--- config.mk ---
export PLATFORM = sky130hd
export DESIGN_NAME = mfr_divider
export DESIGN_NICKNAME = d
export VERILOG_FILES = /design/src/sv/mfr_pkg.sv /design/src/sv/mfr_divider.sv
export SDC_FILE = /design/constraint.sdc
export NUM_CORES = 1
export LEC_CHECK = 0
export ABC_AREA = 0
export BUFFER_PORTS_ARGS = -buffer_cell sky130_fd_sc_hd__buf_2
export CAP_MARGIN = 15
export CORE_UTILIZATION = 45
export CTS_CLUSTER_DIAMETER = 30
export DETAILED_ROUTE_END_ITERATION = 10
export MAX_ROUTING_LAYER = met4
export PLACE_DENSITY = 0.68
export SYNTH_ARGS = -nofsm -noshare
export SYNTH_HDL_FRONTEND = slang
export SYNTH_SLANG_ARGS = --single-unit
--- constraint.sdc ---
create_clock -name clk -period 7.1 [get_ports clk]
set_input_delay 1.42 -clock clk [delete_from_list [all_inputs] [get_ports clk]]
set_output_delay 1.42 -clock clk [all_outputs]
set_load 0.005 [all_outputs]
--- src/sv/mfr_pkg.sv ---
`timescale 1ns / 1ps
package mfr_pkg;

  localparam int MAX_LINES  = 8;
  localparam int LINE_DEPTH = 4096;
  localparam int LINE_W     = $clog2(MAX_LINES);
  localparam int POS_W      = $clog2(LINE_DEPTH);
  localparam int ADDR_W     = LINE_W + POS_W;
  localparam int MEM_DEPTH  = MAX_LINES * LINE_DEPTH;
  localparam int ECHO_W     = 41;
  localparam int SUM_W      = 44;
  localparam int PROD_W     = 61;
  localparam int MAG_W      = 60;
  localparam int DEN_W      = 20;
  localparam int DIV_STEPS  = MAG_W / 2;
  localparam int DCNT_W     = $clog2(DIV_STEPS);

  localparam logic [1:0] CFG_FORMAT = 2'd0;
  localparam logic [1:0] CFG_NUM    = 2'd1;
  localparam logic [1:0] CFG_DECAY  = 2'd2;
  localparam logic [1:0] CFG_UNIT   = 2'd3;

  localparam logic [1:0] FMT_U8  = 2'd0;
  localparam logic [1:0] FMT_S16 = 2'd1;
  localparam logic [1:0] FMT_S32 = 2'd2;

  typedef enum logic [3:0] {
    ST_CLEAR,
    ST_IDLE,
    ST_RD_ADDR,
    ST_RD_ACC,
    ST_MUL,
    ST_NUM,
    ST_DIV_GO,
    ST_DIV_WAIT,
    ST_WRITE,
    ST_OUT
  } state_t;

  typedef struct packed {
    logic              wr_en;
    logic [ADDR_W-1:0] wr_addr;
    logic [ECHO_W-1:0] wr_data;
    logic              rd_en;
    logic [ADDR_W-1:0] rd_addr;
  } ram_ctrl_t;

  typedef struct packed {
    logic             start;
    logic [MAG_W-1:0] dividend;
    logic [DEN_W-1:0] divisor;
  } div_ctrl_t;

  typedef struct packed {
    logic             busy;
    logic             done;
    logic [MAG_W-1:0] quotient;
  } div_stat_t;

endpackage

--- src/sv/mfr_divider.sv ---
`timescale 1ns / 1ps
module mfr_divider (
  input  logic               clk,
  input  logic               rst,
  input  mfr_pkg::div_ctrl_t ctrl,
  output mfr_pkg::div_stat_t stat
);

  logic [mfr_pkg::DEN_W-1:0]  rem;
  logic [mfr_pkg::DEN_W-1:0]  den;
  logic [mfr_pkg::MAG_W-1:0]  quo;
  logic [mfr_pkg::DCNT_W-1:0] cnt;
  logic                       busy;
  logic                       done;
  logic [mfr_pkg::DEN_W-1:0]  rem_next;
  logic [mfr_pkg::MAG_W-1:0]  quo_next;

  // two restoring steps per cycle
  always_comb begin
    logic [mfr_pkg::DEN_W:0] t;
    rem_next = rem;
    quo_next = quo;
    t = '0;
    for (int s = 0; s < 2; s++) begin
      t = {rem_next, quo_next[mfr_pkg::MAG_W-1]};
      quo_next = {quo_next[mfr_pkg::MAG_W-2:0], 1'b0};
      if (t >= {1'b0, den}) begin
        t = t - {1'b0, den};
        quo_next[0] = 1'b1;
      end
      rem_next = t[mfr_pkg::DEN_W-1:0];
    end
  end

  always_ff @(posedge clk) begin
    if (rst) begin
      busy <= 1'b0;
      done <= 1'b0;
      cnt  <= '0;
    end else begin
      done <= 1'b0;
      if (ctrl.start) begin
        busy <= 1'b1;
        cnt  <= '0;
      end else if (busy) begin
        cnt <= cnt + 1'b1;
        if (cnt == mfr_pkg::DCNT_W'(mfr_pkg::DIV_STEPS - 1)) begin
          busy <= 1'b0;
          done <= 1'b1;
        end
      end
    end
  end

  always_ff @(posedge clk) begin
    if (ctrl.start) begin
      rem <= '0;
      quo <= ctrl.dividend;
      den <= ctrl.divisor;
    end else if (busy) begin
      rem <= rem_next;
      quo <= quo_next;
    end
  end

  assign stat.busy     = busy;
  assign stat.done     = done;
  assign stat.quotient = quo;

endmodule
# Yosys cells after proc, flatten, opt, wreduce, memory -nomap -nowiden

Cells that the tools add are included.

Output and inout bits: 62
Input port bits: 83
Bits in registers: 107

Muxes and demuxes: 10
Equality and inequality tests: 1
Bitwise operators: 1
Reductions and logical operators: 3
$add $sub $neg: 3
Magnitude comparators: 2

Operators by type and width:

| kind                                         | number |
|---|---|
| two-way mux 60 bit                           | 2 |
| greater-or-equal comparator 21 x 20 -> 1 bit | 2 |
| two-way mux 20 bit                           | 2 |
| subtractor 20 bit                            | 2 |
| two-way mux 1 bit                            | 6 |
| adder 5 x 1 -> 5 bit, second input constant  | 1 |
| == test 5 bit, second input constant         | 1 |
| OR reduction 3 bit                           | 1 |
| nonzero test 2 bit                           | 1 |
| OR reduction 2 bit                           | 1 |
| inverter 1 bit                               | 1 |

# Logic depth before layout (Yosys ltp)

Depth in word-level cells: 6
Mapped depth: 22

# Worst setup path after synthesis

OpenSTA, ideal clock, no wires.

Kind: register -> register
From: register quo[59] (netlist name)
To: register rem[15] (netlist name)
Cell stages (with the launch flop): 21
Data arrival time: 4.401 ns
Slack: 2.608 ns
Path buffers: 1
Period minus slack after synthesis: 4.492 ns
Required time: 7.009 ns
Cell sequence: edfxtp_1 inv_1 ha_1 inv_1 fa_1 a211o_1 a211o_1 a31o_2 a21oi_1 xnor2_1 mux2_2 ha_1 nand2_1 o21ai_1 nor3b_1 a211o_1 o211ai_4 a22o_4 buf_2 o2111ai_1 a311oi_1

Longest elaborated chain between the ends: 4
Elaborated cells between the ends (all ways): 6
Those cells by class: add/sub: 2; order compare: 2; mux: 2

Ends and longest elaborated chain:

| item                                                                              | RTL line                             | text |
|---|---|---|
| start: declaration                                                                | mfr_divider.sv:11                    | `logic [mfr_pkg::MAG_W-1:0] quo;` |
| start signal: assignment                                                          | mfr_divider.sv:58                    | `quo <= ctrl.dividend;` |
| start signal: assignment                                                          | mfr_divider.sv:62                    | `quo <= quo_next;` |
| subtractor 20 bit or greater-or-equal comparator 21 x 20 -> 1 bit (tied branches) | mfr_divider.sv:28, mfr_divider.sv:27 |  |
| two-way mux 20 bit *                                                              | mfr_divider.sv:27                    | `if (t >= {1'b0, den}) begin` |
| subtractor 20 bit or greater-or-equal comparator 21 x 20 -> 1 bit (tied branches) | mfr_divider.sv:28, mfr_divider.sv:27 |  |
| two-way mux 20 bit *                                                              | mfr_divider.sv:27                    |  |
| end signal: assignment                                                            | mfr_divider.sv:61                    | `rem <= rem_next;` |
| end: declaration                                                                  | mfr_divider.sv:9                     | `logic [mfr_pkg::DEN_W-1:0] rem;` |

Mark *: on every way between the ends. The rest lies on a longest branch, timed or not.
A chain may end at the register's enable or synchronous reset.

# Worst setup path in the final report

From: register den[1] (netlist name)
To: register quo[0] (netlist name) (data pin)

Longest elaborated chain between the ends: 6
Elaborated cells between the ends (all ways): 7
Those cells by class: add/sub: 1; order compare: 2; mux: 4

Ends and longest elaborated chain:

| item                                                                              | RTL line                             | text |
|---|---|---|
| start: declaration                                                                | mfr_divider.sv:10                    | `logic [mfr_pkg::DEN_W-1:0] den;` |
| start signal: assignment                                                          | mfr_divider.sv:59                    | `den <= ctrl.divisor;` |
| subtractor 20 bit or greater-or-equal comparator 21 x 20 -> 1 bit (tied branches) | mfr_divider.sv:28, mfr_divider.sv:27 |  |
| two-way mux 20 bit                                                                | mfr_divider.sv:27                    |  |
| greater-or-equal comparator 21 x 20 -> 1 bit *                                    | mfr_divider.sv:27                    |  |
| two-way mux 1 bit *                                                               | mfr_divider.sv:27                    |  |
| two-way mux 60 bit *                                                              | mfr_divider.sv:60                    | `end else if (busy) begin` |
| two-way mux 60 bit *                                                              | mfr_divider.sv:56                    | `if (ctrl.start) begin` |

Mark *: on every way between the ends. The rest lies on a longest branch, timed or not. The select of a mux whose other input is x is not followed.

==> impl_metrics.py <==
metrics = {
    "status": {
        "status": "completed",
    },
    "clocking": {
        "clkSinkCount": 107,
        "cts_made_buffers": 9,
        "clk_latency_ns": 0.35,
        "cts_tree": "built",
        "cts_root_buffer": "clkbuf_16",
        "post-cts-setup-buffers": 0,
        "cts_hold_buf": 0,
        "clkTransAtPathRegs_ns": 0.07,
        "ctsResizeCount": 0,
        "clockBufferDepth": 2,
        "htreeDepth": 3,
    },
    "routing": {
        "routed_wl_mm": 18.0,
        "drt_pre_antenna_iters": 6,
        "vias": 5676,
        "drc": 0,
        "drt-initial-drc-count": 620,
        "ant_nets": 0,
        "viasPerCell": 5.97,
        "wire_per_inst_um": 18.9,
    },
    "sta": {
        "rsz0062_at_grt": "no",
        "fmax_mhz": 174,
        "finalHoldViolCount": 0,
        "finalCriticalPeriod_ns": 5.73,
        "final-setup-viol-count": 0,
        "fin_hold_ws_ns": 0.511,
        "tightest_slew_ns": 0.931,
        "period_share_pct": 80.7,
        "slew_headroom_pct": 36.3,
        "finalWorstSetupSlack_ns": 1.37,
        "clock_skew_ns": 0.00896,
        "drv_slew": 0,
        "finalSetupTns_ns": 0,
    },
    "place": {
        "placed_cells": 933,
        "dp_hpwl_mm": 13.5,
        "dp_slack_ns": 1.48,
        "io_buffers": 144,
        "dpl_cell_area_um2": 7620,
        "gp_congestion": 0.942,
    },
    "layout": {
        "stdcell_area_um2": 7910,
        "syn_to_final_growth_pct": 16.4,
        "instances_no_fill": 950,
        "multiInputGateArea_um2": 3580,
        "seqCellArea_um2": 2940,
        "drive_above_1_share_pct": 33.2,
        "n_fill_cell": 1309,
        "fin_nets": 887,
        "final_util_pct": 54.0,
    },
    "setup_path": {
        "path_class": "reg -> reg",
        "crit_required_ns": 7.20,
        "start_kind": "flop",
        "crit_slowest_cell": "nand3_1",
        "critPathMaxFanout": 21,
        "path_buf_inv": 1,
        "critPathMaxStageDelay_ns": 0.70,
        "path_cells": "inv_1 > ha_1 > nor2b_1 > o31a_1 > o21a_1 > o2111ai_1 > nand3_1 > mux2_2 > ha_1 > a21oi_1 > o21ai_1 > nor3b_1 > a211o_1 > o211ai_4 > a22oi_4 > nand2_1 > mux2_2",
        "cpLargestDelayFamily": "compound AO/OA/AOI/OAI gates",
        "end_kind": "flop",
        "cp_data_arrival_time_ns": 5.83,
    },
    "synthesis": {
        "synth_area_leaders": "edfxtp_1, mux2_2, dfxtp_1, ha_1, nor2_1",
        "synth_edf_count": 80,
        "avgSynthCellArea_um2": 10.8,
        "synth_cell_types": 68,
        "synth_cells": 631,
        "ys_seq_elements": 107,
        "async_flop_share_pct": 0,
        "synth_top_area_share_pct": 35.4,
        "yosysTopAreaCell": "edfxtp_1",
        "synth-seq-area-share_pct": 43.3,
        "synth.most_common_cell": "edfxtp_1",
        "syn-num-nets": 758,
        "syn_area_um2": 6790,
        "synthFlopType": "edfxtp_1",
        "yosys_warnings": 0,
        "synth_common_cells": "edfxtp_1, mux2_2, nor2_1",
    },
    "pwr": {
        "intPower_mw": 1.44,
        "seqPwrFrac_pct": 34.1,
        "p_leak_nw": 3.32,
        "powerDensity_nw_per_um2": 299,
        "p_total_mw": 2.36,
        "switchingPower_mw": 0.923,
        "swShare_pct": 39.1,
        "combPwrFrac_pct": 45.3,
        "pwr-share-clk_pct": 20.6,
        "peakVddDrop_mv": 0.134,
    },
    "floorplan": {
        "io_pins": 145,
        "initial_core_util_pct": 46.4,
        "die_h_um": 125,
        "die_area_um2": 15600,
        "rows": 44,
        "die_x_um": 125,
        "core_um2": 14600,
    },
    "global_routing": {
        "antenna_found_initial": 1,
        "grt_usage_pct": 23.9,
        "overflow": 0,
        "grt_pass1_wl_mm": 28.5,
        "grt_pass1_vias": 5498,
        "grt_max_degree": 61,
    },
    "job": {
        "maxCapViolations": 0,
    },
    "worst_hold_path": {
        "hold_class": "reg -> reg",
    },
}
## final cells by class
type                       count  area share, %
clock inverter                 6          0.712
multi-input combinational    463           45.3
inverter                      32           1.52
antenna                        1         0.0316
timing repair buffer         147           9.43
tap                          184           2.91
sequential                   107           37.2
clock buffer                  10           2.90
## flip-flops by register name, summed over array words and instances (netlist names)
register,count
den,20
busy,1
cnt,5
quo,60
done,1
rem,20
## path summary, 6_finish.rpt
kind	from	end	slack, ns	cells after the start
worst max-delay path	den[1]	quo[0]	1.37	17
worst min register to register	cnt[4]	done	0.51	2
worst max register to register	den[1]	quo[0]	1.37	17
worst min-delay path	cnt[4]	done	0.51	2
## power groups by stage
stage / sequential [mW] / combinational [mW] / clock [mW]
after detailed placement: 0.817 / 1.04 / 0
after global routing: 0.815 / 1.16 / 0.517
after floorplan: 0.808 / 0.787 / 0
after CTS: 0.806 / 1.04 / 0.493
final: 0.806 / 1.07 / 0.486
after global placement: 0.816 / 1.02 / 0
## per-layer routing
| layer | global-route usage [%] | part of all wire [%] | routed length, um | vias up |
|---|---|---|---|---|
| li1 | - | - | - | 2681 |
| met1 | 31.5 | 42 | 7650 | 2625 |
| met2 | 37.1 | 45 | 8050 | 311 |
| met3 | 4.17 | 9.8 | 1770 | 59 |
| met4 | 8.18 | 2.9 | 522 | 0 |
| met5 | - | 0 | 0 | - |
## cell usage in the layout (no fill, tap or decap), types with 8 or more instances in the layout
| cell type | count |
|---|---|
| a21o_1 | 9 |
| inv_1 | 31 |
| nor2_1 | 48 |
| o21ai_0 | 24 |
| clkbuf_16 | 9 |
| mux2_2 | 73 |
| nor3_1 | 12 |
| ha_1 | 42 |
| o211ai_1 | 9 |
| dfxtp_1 | 27 |
| nand3_1 | 20 |
| nor4_1 | 9 |
| xnor2_1 | 18 |
| buf_2 | 143 |
| xor2_1 | 12 |
| nand2_1 | 33 |
| a21oi_1 | 31 |
| edfxtp_1 | 80 |
| nand4_1 | 8 |
| a211oi_1 | 10 |
| a311oi_1 | 12 |
## cells by family after synthesis
logic type	Yosys count	synth area share [%]
AOI/OAI and AO/OA	159	17.4
xor gates and xnor gates	30	3.87
DFF	107	43.3
buffers and inverters	61	4.00
and+or+nand+nor	156	10.9
adders and majority gates	44	8.32
muxes	74	12.2
## worst reg2reg max path, delay by kind of cell (launching register included)
| family | cells | cell delay [ns] |
|---|---|---|
| compound gates | 8 | 2.09 |
| fa+ha+maj | 2 | 0.63 |
| buf+inv | 1 | 0.18 |
| flops | 1 | 0.38 |
| mux | 2 | 0.89 |
| simple gates | 4 | 1.32 |
(Power assumes the default switching activity.)
